<file path="config.mk">
export PLATFORM = sky130hd
export DESIGN_NAME = wps_cap
export DESIGN_NICKNAME = d
export VERILOG_FILES = /design/src/rtl/core/wps_pkg.sv /design/src/rtl/core/wps_cap.sv
export SDC_FILE = /design/constraint.sdc
export NUM_CORES = 1
export LEC_CHECK = 0
export BUFFER_PORTS_ARGS = -buffer_cell sky130_fd_sc_hd__buf_2
export CAP_MARGIN = 20
export CORE_MARGIN = 2
export CORE_UTILIZATION = 41
export DETAILED_ROUTE_END_ITERATION = 6
export GPL_TIMING_DRIVEN = 0
export PLACE_DENSITY_LB_ADDON = 0.05
export SETUP_SLACK_MARGIN = 0.2
export SLEW_MARGIN = 40
export SYNTH_ARGS = -nofsm -noshare
export SYNTH_HDL_FRONTEND = slang
export SYNTH_SLANG_ARGS = --single-unit
</file>
<file path="constraint.sdc">
create_clock -name vclk -period 9.2
set_clock_uncertainty 0.2 [all_clocks]
set_input_delay 1.84 -clock vclk [all_inputs]
set_output_delay 1.84 -clock vclk [all_outputs]
set_load 0.005 [all_outputs]
</file>
<file path="src/rtl/core/wps_pkg.sv">
package wps_pkg;

  localparam int unsigned HostW = 32;
  localparam int unsigned PortW = 16;
  localparam int unsigned MaskW = 16;
  localparam int unsigned EnvW = 4;
  localparam int unsigned ByteW = 8;
  localparam int unsigned MemW = 20;
  localparam int unsigned SlotW = 6;

  localparam logic [MemW-1:0] MinFreeMemReset = 20'd10240;

  typedef enum logic [1:0] {
    OP_UPDATE  = 2'd0,
    OP_REQUEST = 2'd1,
    OP_RELEASE = 2'd2,
    OP_NONE    = 2'd3
  } opcode_t;

  typedef enum logic [1:0] {
    ST_DONE     = 2'd0,
    ST_NO_WORK  = 2'd1,
    ST_FULL     = 2'd2,
    ST_UNKNOWN  = 2'd3
  } status_t;

  typedef enum logic [2:0] {
    S_IDLE,
    S_SCAN_RD,
    S_SCAN,
    S_PICK,
    S_WRITE,
    S_RESULT
  } state_t;

  typedef struct packed {
    logic [1:0]       opcode;
    logic [HostW-1:0] host_addr;
    logic [PortW-1:0] port;
    logic [MaskW-1:0] env_mask;
    logic [EnvW-1:0]  env_id;
    logic             dedicated;
    logic [ByteW-1:0] processors;
    logic [ByteW-1:0] busy_load;
    logic [ByteW-1:0] task_limit;
    logic [MemW-1:0]  free_memory;
  } req_t;

  typedef struct packed {
    logic [1:0]       status;
    logic [SlotW-1:0] slot;
    logic [HostW-1:0] worker_host;
    logic [PortW-1:0] worker_port;
  } rsp_t;

  typedef struct packed {
    logic [HostW-1:0] host;
    logic [PortW-1:0] port;
    logic [MaskW-1:0] envs;
    logic             dedicated;
    logic [ByteW-1:0] procs;
    logic [ByteW-1:0] load;
    logic [ByteW-1:0] limit;
    logic [MemW-1:0]  memory;
    logic [ByteW-1:0] running;
  } entry_t;

endpackage

</file>
<file path="src/rtl/core/wps_cap.sv">
module wps_cap (
  input  wps_pkg::entry_t               entry,
  input  logic [wps_pkg::MemW-1:0]      min_free_memory,
  output logic [wps_pkg::ByteW-1:0]     capacity
);
  import wps_pkg::*;

  logic [ByteW-1:0] foreign;
  logic [ByteW-1:0] avail;

  always_comb begin
    foreign = (entry.load > entry.running) ? entry.load - entry.running : '0;
    avail = (entry.procs > foreign) ? entry.procs - foreign : '0;
    if (entry.memory < min_free_memory) begin
      capacity = entry.running;
    end else begin
      capacity = (entry.limit < avail) ? entry.limit : avail;
    end
  end
endmodule

</file>
# == After elaboration in Yosys (flattened, before gate mapping) ==
# Index checks and enable logic that the tools add are counted.
# totals
reg_bits,0
elab_cells,10
# classes
addsub,2
n_lt_le_gt_ge,4
mux,4
# op_table
operator,n
$mux W8,4
$lt A20 B20 Y1,1
$gt A8 B8 Y1,2
$sub A8 B8 Y8,2
$lt A8 B8 Y1,1

# == Logic depth before layout (Yosys ltp) ==
# Gate-level depths: netlist of the first run.
# depth
word_depth,7
depth_mapped,22
depth_no_buf,22

# == Worst setup path after synthesis of the first run ==
# Ideal clock, no wire load.
# synth_path
path_kind,input port to output port
start,in entry[36] (netlist bit)
end,out capacity[5] (netlist bit)
arrival_ns,6.272
required_time_ns,7.160
path_slack_ns,0.888
cell_stages,22
n_path_buf,0
cell_sequence,inv_1 > ha_1 > fa_1 > nand2b_1 > a21boi_0 > o21ai_0 > a21oi_1 > o31a_1 > nor2b_1 > ha_1 > fa_1 > nand3b_2 > nand2_2 > or4b_1 > a31o_1 > ha_1 > a21o_1 > a21oi_1 > nand3_1 > o21ai_4 > mux2_2 > mux2i_1
# synth_via
elab_chain_cells,7
word_cells_on_any_way,9
classes_between,add/sub (2); order compare (3); mux (4)
# synth_lines
item,line_no,source
from (decl),wps_cap.sv:2,"input wps_pkg::entry_t entry,"
$sub A8 B8 Y8 or $gt A8 B8 Y1 (tied branches),wps_cap.sv:12,foreign = (entry.load > entry.running) ? entry.load - entry.running : '0;
$mux W8 *,wps_cap.sv:12,
$sub A8 B8 Y8 or $gt A8 B8 Y1 (tied branches),wps_cap.sv:13,avail = (entry.procs > foreign) ? entry.procs - foreign : '0;
$mux W8 *,wps_cap.sv:13,
$lt A8 B8 Y1,wps_cap.sv:17,capacity = (entry.limit < avail) ? entry.limit : avail;
$mux W8 *,wps_cap.sv:17,
$mux W8 *,wps_cap.sv:14,if (entry.memory < min_free_memory) begin
to (decl),wps_cap.sv:4,output logic [wps_pkg::ByteW-1:0] capacity
# Mark *: on every way between the ends. The rest lies on a longest branch, timed or not.

# == Worst setup path after layout of the first run ==
# layout_path
start,in entry[36] (netlist bit)
end,out capacity[7] (netlist bit)
# Same word-level chain as after synthesis.

==> results.sh, run 1 <==
export IMPL_syn_inst=228
export IMPL_arrival_ns=6.71
export IMPL_cp_max_fo=8
export IMPL_viasPerCell=5.139
export IMPL_grt_pass1_wl_mm=7.355
export IMPL_drc_errors=0
export IMPL_finalSetupTns_ns=0
export IMPL_final_hold_viol_count=0
export IMPL_min_period_ns=8.750
export IMPL_place_congestion=0.8361
export IMPL_slew_limit_headroom_pct=68.04
export IMPL_first_iter_violations=36
export IMPL_ctsHoldBuffers=0
export IMPL_cp_slowest_cell="or3_4"
export IMPL_multiInputGateArea_um2=1625
export IMPL_ioPinCount=145
export IMPL_ys_types=51
export IMPL_crit_type="in2out"
export IMPL_ys_warn_count=0
export IMPL_outcome="completed"
export IMPL_rsz0062_at_grt="false"
export IMPL_die_h_um=69.08
export IMPL_diodes=0
export IMPL_required_ns=7.16
export IMPL_max_stage_delay_ns=0.42
export IMPL_startpoint_type="input port"
export IMPL_flops_and_latches=0
export IMPL_syn_area_per_cell_um2=7.617
export IMPL_die_area_um2=4772
export IMPL_grt_usage_pct=17.74
export IMPL_worst_ir_drop_vdd_uv=69.13
export IMPL_synth_net_count=410
export IMPL_min_to="capacity[4]"
export IMPL_die_x_um=69.08
export IMPL_antenna_found_initial=0
export IMPL_syn_to_final_growth_pct=33.86
export IMPL_seq_area_um2=0
export IMPL_clock_fmax_mhz=114.3
export IMPL_ant_nets=0
export IMPL_worst_pin_slew_ns=0.4784
export IMPL_grt_pass1_vias=1775
export IMPL_min_delay_path_depth=3
export IMPL_grt_remaining_overflow=0
export IMPL_routed_wirelength_mm=4.221
export IMPL_setup_violations=0
export IMPL_place_ws_ns=0.1568
export IMPL_nFillCells=401
export IMPL_routedWlPerCell_um=11.47
export IMPL_hpwl_mm=3.668
export IMPL_first_pass_iters=4
export IMPL_hp_class="in2out"
export IMPL_finalCritPeriodShare_pct=95.11
export IMPL_fp_coreArea_um2=4029
export IMPL_min_from="entry[4]"
export IMPL_final_nets=502
export IMPL_grt_max_degree=9
export IMPL_end_kind="output port"
export IMPL_synth_area_um2=1737
export IMPL_start_util_pct=43.11
export IMPL_clkbuf_count=0
export IMPL_vias=1891
export IMPL_port_buffers=80
export IMPL_maxSlewViolCount=0
export IMPL_fp_row_count=23
export IMPL_setup_slack_ns=0.4503
export IMPL_p_leak_nw=1.270
export IMPL_layout_drive_gt1_share_pct=36.16
export IMPL_ys_seq_area_share_pct=0
export IMPL_cellPowerDensity_nw_per_um2=100.8
export IMPL_maxCapViolCount=0
cells by family (layout without fill, tap and decap cells):
group           count (synthesis)  in the layout  synth area share, %
compound gates                 56             56                25.14
mux                            14             14                9.438
fa+ha+maj                      45             45                33.29
xor+xnor                        5              5                2.522
buf+inv                        43            133                9.294
simple gates                   65             65                20.32
critical path, delay by kind of cell:
family | cells | cell delay, ns
AOI/OAI and AO/OA | 12 | 2.06
and+or+nand+nor | 4 | 0.97
buffers and inverters | 5 | 0.57
adders and majority gates | 5 | 1.25
power by group:
part	total, mW	leakage, nW	internal (mW)	switching (mW)
combinational	0.234	1.27	0.121	0.113
clock	0	0	0	0
sequential	0	0	0	0
worst max path at each step:
stage,start,end,slack [ns]
CTS,entry[36],capacity[5],0.26
detailed placement,entry[0],capacity[5],0.16
global placement,entry[0],capacity[5],0.13
finish,entry[36],capacity[7],0.45
floorplan,entry[36],capacity[5],0.89
global route,entry[36],capacity[7],0.20
cells in the final DEF (no fill, tap or decap), types with 2 or more instances in the layout:
cell	netlist	final
nand3_1	9	9
nor2_1	8	8
or3_1	4	3
mux2i_1	7	7
a21oi_1	12	11
nand2b_1	5	5
xor2_1	3	3
xnor2_1	2	2
o22a_1	3	3
ha_1	43	42
nor2b_1	4	4
buf_2	0	80
inv_1	43	43
buf_4	0	10
a21o_1	3	3
a21boi_0	3	2
nor3_1	6	5
a21oi_4	2	3
nand2_1	12	12
mux2_2	5	5
o21a_1	3	3
a211oi_1	4	4
o21ai_0	7	6
nand4_1	7	7
o31a_1	3	3
final cells by class:
cell class / count / area share (%)
Multi-Input combinational cell: 185 / 69.91
Timing Repair Buffer: 90 / 20.45
Inverter: 43 / 6.943
Tap cell: 50 / 2.691
through the flow:
step | instance area, um2 | util [%] | power (mW) | hold slack [ns] | instances
final | 2325 | 57.70 | 0.2343 | 3.789 | 368
after global routing | 2325 | 57.70 | 0.2621 | 3.812 | 368
after CTS | 2237 | 55.53 | 0.2159 | 3.790 | 363
after detailed placement | 2200 | 54.60 | 0.2047 | 3.790 | 358
after global placement | 2200 | 54.60 | 0.2040 | 3.788 | 358
after floorplan | 1737 | - | 0.1515 | 3.600 | 228
synthesized netlist by cell type, types with 2 or more instances:
cell / n / share of area [%]
nand4_1: 7 / 2.5
a21oi_1: 12 / 3.5
nand2_1: 12 / 2.6
o22a_1: 3 / 1.5
a211oi_1: 4 / 1.7
o21ai_0: 7 / 2.0
nor2b_1: 4 / 1.4
nand3_1: 9 / 2.6
fa_1: 2 / 2.3
nand2b_1: 5 / 1.8
nor3_1: 6 / 1.7
or3_1: 4 / 1.4
o22ai_1: 2 / 0.72
a21o_1: 3 / 1.3
o31a_1: 3 / 1.5
xor2_1: 3 / 1.5
nor2_1: 8 / 1.7
xnor2_1: 2 / 1.0
inv_1: 43 / 9.3
mux2i_1: 7 / 4.0
o21a_1: 3 / 1.3
ha_1: 43 / 31
a21boi_0: 3 / 1.3
mux2_2: 5 / 3.2
a21oi_4: 2 / 1.9
metal layers:
metal	global-route usage (%)	share of wire, %	wire, um	up-vias
met3	1.316	6.1	259	2
met5	0	0	0	-
li1	-	-	-	1009
met1	23.70	46	1930	814
met4	0.6536	0.33	14	0
met2	32.59	48	2017	66
what timing repair did:
item / CTS / global route
setup endpoints to repair: 2 / 8
buffers inserted: 5 / 5
pin swaps: 2 / 4
resized for setup: 1 / 10
Power figures use the tool's default switching activity.
==> run 2: changes to the inputs <==
Settings changed: CORE_ASPECT_RATIO set to 1.1, CORE_UTILIZATION 41 to 40.
==> run 2 against run 1 <==
Compared with the run above:
- flip-flop and latch count stayed put
- core utilization is 2.3 points lower
- total power is 4.0% higher
- first-iteration DRC count is 28% lower
- critical path depth is 1 lower
- design area is 0.65% higher
- die area is 2.4% higher
- critical path type unchanged
==> results.sh, run 2 (synthesized netlist as in run 1, its figures left out) <==
export IMPL_outcome="completed"
export IMPL_die_area_um2=4885
export IMPL_cp_top_family="compound AO/OA/AOI/OAI gates"
export IMPL_worst_ir_drop_vdd_uv=56.95
export IMPL_nFillCells=423
export IMPL_wl_met2_mm=2.079
export IMPL_setup_slack_ns=0.4544
export IMPL_first_pass_iters=4
export IMPL_port_buffers=80
export IMPL_diodes=0
export IMPL_first_iter_violations=26
export IMPL_grt_usage_pct=16.59
export IMPL_final_nets=500
export IMPL_die_x_um=66.83
export IMPL_cp_slowest_cell="or3_1"
export IMPL_min_delay_path_depth=3
export IMPL_wl_met3_um=280
export IMPL_end_kind="output port"
export IMPL_min_to="capacity[4]"
export IMPL_setup_violations=0
export IMPL_multiInputGateArea_um2=1638
export IMPL_clock_fmax_mhz=114.3
export IMPL_min_from="entry[4]"
export IMPL_swShare_pct=47.91
export IMPL_drc_errors=0
export IMPL_maxSlewViolCount=0
export IMPL_antenna_found_initial=0
export IMPL_place_ws_ns=0.1908
export IMPL_grt_pass1_wl_mm=6.596
export IMPL_hpwl_mm=3.709
export IMPL_p_comb_share_pct=100.0
export IMPL_maxUsedRoutingLayer="met4"
export IMPL_arrival_ns=6.71
export IMPL_cellPowerDensity_nw_per_um2=104.2
export IMPL_rsz0062_at_grt="false"
export IMPL_cp_max_fo=7
export IMPL_syn_to_final_growth_pct=34.73
export IMPL_slew_limit_headroom_pct=68.00
export IMPL_ant_nets=0
export IMPL_ioPinCount=145
export IMPL_layout_drive_gt1_share_pct=36.39
export IMPL_cp_startpoint="entry[0]"
export IMPL_viasPerCell=5.041
export IMPL_clkPwrFrac_pct=0
export IMPL_met1_length_mm=1.891
export IMPL_grt_remaining_overflow=0
export IMPL_routedWlPerCell_um=11.58
export IMPL_finalSetupTns_ns=0
export IMPL_final_hold_viol_count=0
export IMPL_start_util_pct=41.13
export IMPL_final_common_cell="buf_2"
export IMPL_required_ns=7.16
export IMPL_switchingPower_mw=0.1168
export IMPL_seq_area_um2=0
export IMPL_power_frac_seq_pct=0
export IMPL_maxCapViolCount=0
export IMPL_crit_type="in2out"
export IMPL_final_cell_mix="buf_2, inv_1, ha_1"
export IMPL_routed_wirelength_mm=4.284
export IMPL_grt_pass1_vias=1629
export IMPL_min_period_ns=8.746
export IMPL_flops_and_latches=0
export IMPL_finalCritPeriodShare_pct=95.06
export IMPL_internal_power_mw=0.1270
export IMPL_fp_coreArea_um2=4223
export IMPL_clkbuf_count=0
export IMPL_worst_pin_slew_ns=0.4748
export IMPL_vias=1865
export IMPL_max_stage_delay_ns=0.38
export IMPL_grt_max_degree=10
export IMPL_crit_buf_inv=4
export IMPL_startpoint_type="input port"
export IMPL_die_h_um=73.11
export IMPL_p_leak_nw=1.271
export IMPL_place_congestion=0.8201
export IMPL_hp_class="in2out"
export IMPL_fp_row_count=25
run 2: layout make-up:
type	instances	area share, %
Inverter	43	6.898
Multi-Input combinational cell	185	70.00
Tap cell	54	2.888
Timing Repair Buffer	88	20.21
run 2: stage by stage:
stage / area, um2 / cells / total power, mW / hold WS [ns] / util, %
2_1_floorplan: 1737 / 228 / 0.1515 / 3.600 / -
3_3_place_gp: 2205 / 362 / 0.2049 / 3.787 / 52.21
6_report: 2340 / 370 / 0.2437 / 3.787 / 55.41
3_5_place_dp: 2205 / 362 / 0.2055 / 3.788 / 52.21
5_1_grt: 2340 / 370 / 0.2696 / 3.809 / 55.41
4_1_cts: 2232 / 364 / 0.2213 / 3.788 / 52.86
run 2: power groups by stage:
stage	Combinational, mW	Sequential, mW	Clock [mW]
6_report	0.244	0	0
2_1_floorplan	0.152	0	0
3_5_place_dp	0.206	0	0
3_3_place_gp	0.205	0	0
4_1_cts	0.221	0	0
5_1_grt	0.270	0	0
run 2: metal layers:
metal  vias up  global-route usage, %
met5         -                      0
met4         0                  1.587
met3         2                  1.235
met2        56                  30.78
met1       797                  21.49
li1       1010                      -
run 2: worst max-delay path by stage:
stage / endpoint / slack [ns] / cells after the start
after CTS: capacity[7] / 0.22 / 24
final: capacity[7] / 0.45 / 25
after floorplan: capacity[5] / 0.89 / 22
after detailed placement: capacity[5] / 0.19 / 22
after global placement: capacity[5] / 0.18 / 22
after global routing: capacity[4] / 0.19 / 24
run 2: timing repair:
action / CTS / global route
setup endpoints to repair: 1 / 8
gates resized for setup: 1 / 13
hold buffers: 0 / 0
pin swaps: 2 / 6
setup buffers: 2 / 6
hold endpoints to repair: 0 / 0
==> run 3: changes to the inputs <==
Settings changed: CORE_ASPECT_RATIO 1.1 to unset, CORE_UTILIZATION 40 to 37.
Clock period 9.2 ns to 7.62 ns, I/O delays scaled along.
==> run 3 against run 2 <==
Compared with the run above:
- the flow now finishes with violations (negative setup slack)
- first-iteration DRC count down 23%
- flip-flop and latch count unchanged
- critical path depth down 1
- global-route usage up 0.45 points
- total power up 38%
- routed wire length up 11%
- setup slack worse by 0.62 ns
- clock-buffer cell count unchanged
==> results.sh, run 3 (synthesized netlist as in run 1, its figures left out) <==
export IMPL_outcome="complete, but fails checks"
export IMPL_violations="negative setup slack"
export IMPL_viasPerCell=5.029
export IMPL_ant_nets=0
export IMPL_cellPowerDensity_nw_per_um2=128.6
export IMPL_seq_area_um2=0
export IMPL_setup_slack_ns=-0.1640
export IMPL_first_pass_iters=4
export IMPL_total_power_mw=0.3371
export IMPL_die_area_um2=5258
export IMPL_crit_type="in2out"
export IMPL_die_h_um=72.51
export IMPL_hpwl_mm=3.864
export IMPL_slew_limit_headroom_pct=67.06
export IMPL_finalCritPeriodShare_pct=102.2
export IMPL_grt_max_degree=9
export IMPL_fin_area_um2=2621
export IMPL_diodes=0
export IMPL_antenna_found_initial=0
export IMPL_switchingPower_mw=0.1618
export IMPL_routedWlPerCell_um=12.54
export IMPL_post_dp_cell_area_um2=2288
export IMPL_maxSlewViolCount=0
export IMPL_routed_wirelength_mm=4.740
export IMPL_hp_class="in2out"
export IMPL_worst_pin_slew_ns=0.4888
export IMPL_syn_to_final_growth_pct=50.94
export IMPL_p_comb_share_pct=100.0
export IMPL_grt_pass1_vias=1719
export IMPL_required_ns=5.90
export IMPL_power_frac_seq_pct=0
export IMPL_worst_ir_drop_vdd_uv=72.67
export IMPL_layout_drive_gt1_share_pct=44.79
export IMPL_ioPinCount=145
export IMPL_cp_max_fo=7
export IMPL_clkPwrFrac_pct=0
export IMPL_start_util_pct=39.08
export IMPL_final_hold_viol_count=0
export IMPL_flops_and_latches=0
export IMPL_utilization_pct=58.98
export IMPL_fp_row_count=24
export IMPL_grt_remaining_overflow=0
export IMPL_die_x_um=72.51
export IMPL_setup_violations=8
export IMPL_swShare_pct=47.99
export IMPL_arrival_ns=6.06
export IMPL_maxCapViolCount=0
export IMPL_final_cell_mix="buf_2, inv_1, ha_1"
export IMPL_end_kind="output port"
export IMPL_startpoint_type="input port"
export IMPL_grt_usage_pct=17.04
export IMPL_rsz0062_at_grt="true"
export IMPL_min_period_ns=7.784
export IMPL_worst_hold_slack_ns=3.152
export IMPL_port_buffers=80
export IMPL_final_common_cell="buf_2"
export IMPL_first_iter_violations=20
export IMPL_place_congestion=0.8016
export IMPL_internal_power_mw=0.1753
export IMPL_drc_errors=0
export IMPL_ctsHoldBuffers=0
export IMPL_grt_pass1_wl_mm=7.438
export IMPL_fp_coreArea_um2=4444
export IMPL_clock_fmax_mhz=128.5
export IMPL_vias=1901
export IMPL_p_leak_nw=1.354
export IMPL_clkbuf_count=0
export IMPL_final_nets=510
## run 3: cell type report
type | count | area [um2]
well taps | 52 | 65.06
repair buffers | 97 | 551.8
fillers | 428 | 1823
multi-input cells | 186 | 1838
inverters | 43 | 166.4
## run 3: worst max-delay path, stage by stage
cell and delay (ns):
buf_8 0.10, ha_4 0.15, fa_2 0.36, nand2b_4 0.16, a21boi_4 0.14, o21ai_2 0.09
a21oi_2 0.17, o31a_1 0.19, buf_6 0.14, nand2_1 0.09, ha_2 0.40, nand4_1 0.23
a21oi_4 0.26, o22ai_4 0.13, nor3_2 0.25, inv_1 0.07, ha_1 0.30, a211oi_2 0.28
nand3_2 0.14, buf_4 0.16, o21ai_4 0.22, mux2i_2 0.26, mux2i_1 0.10, buf_2 0.14
## run 3: through the flow
| step | setup TNS, ns | setup slack [ns] | instances |
|---|---|---|---|
| after global placement | -3.388 | -0.4708 | 360 |
| final | -1.080 | -0.1640 | 378 |
| after detailed placement | -3.445 | -0.4746 | 360 |
| after floorplan | 0 | 0.1933 | 228 |
| after CTS | -0.7999 | -0.1599 | 369 |
| after global routing | -2.946 | -0.4168 | 378 |
## run 3: routing by layer
| metal | vias up | part of all wire (%) | track usage, % |
|---|---|---|---|
| li1 | 1030 | - | - |
| met1 | 816 | 47 | 24.02 |
| met2 | 55 | 48 | 30.78 |
| met3 | 0 | 4.8 | 0.5556 |
| met4 | 0 | 0 | 0 |
| met5 | - | 0 | 0 |
## run 3: power groups by stage
stage                     combinational (mW)  clock [mW]  sequential (mW)
after floorplan                        0.199           0                0
after global placement                 0.266           0                0
after detailed placement               0.266           0                0
after CTS                              0.294           0                0
after global routing                   0.372           0                0
final                                  0.337           0                0
## run 3: final timing paths
kind                  startpoint          end  slack [ns]  cells after the start
worst max-delay path    entry[0]  capacity[3]       -0.16                     24
worst min-delay path    entry[0]  capacity[0]        3.15                      3
## run 3: repair_timing
| item | in CTS | in global routing |
|---|---|---|
| resized for setup | 15 | 18 |
| pin swaps | 12 | 27 |
| gates cloned | 1 | 0 |
| endpoints found under the setup margin | 8 | 8 |
| setup buffers | 8 | 9 |
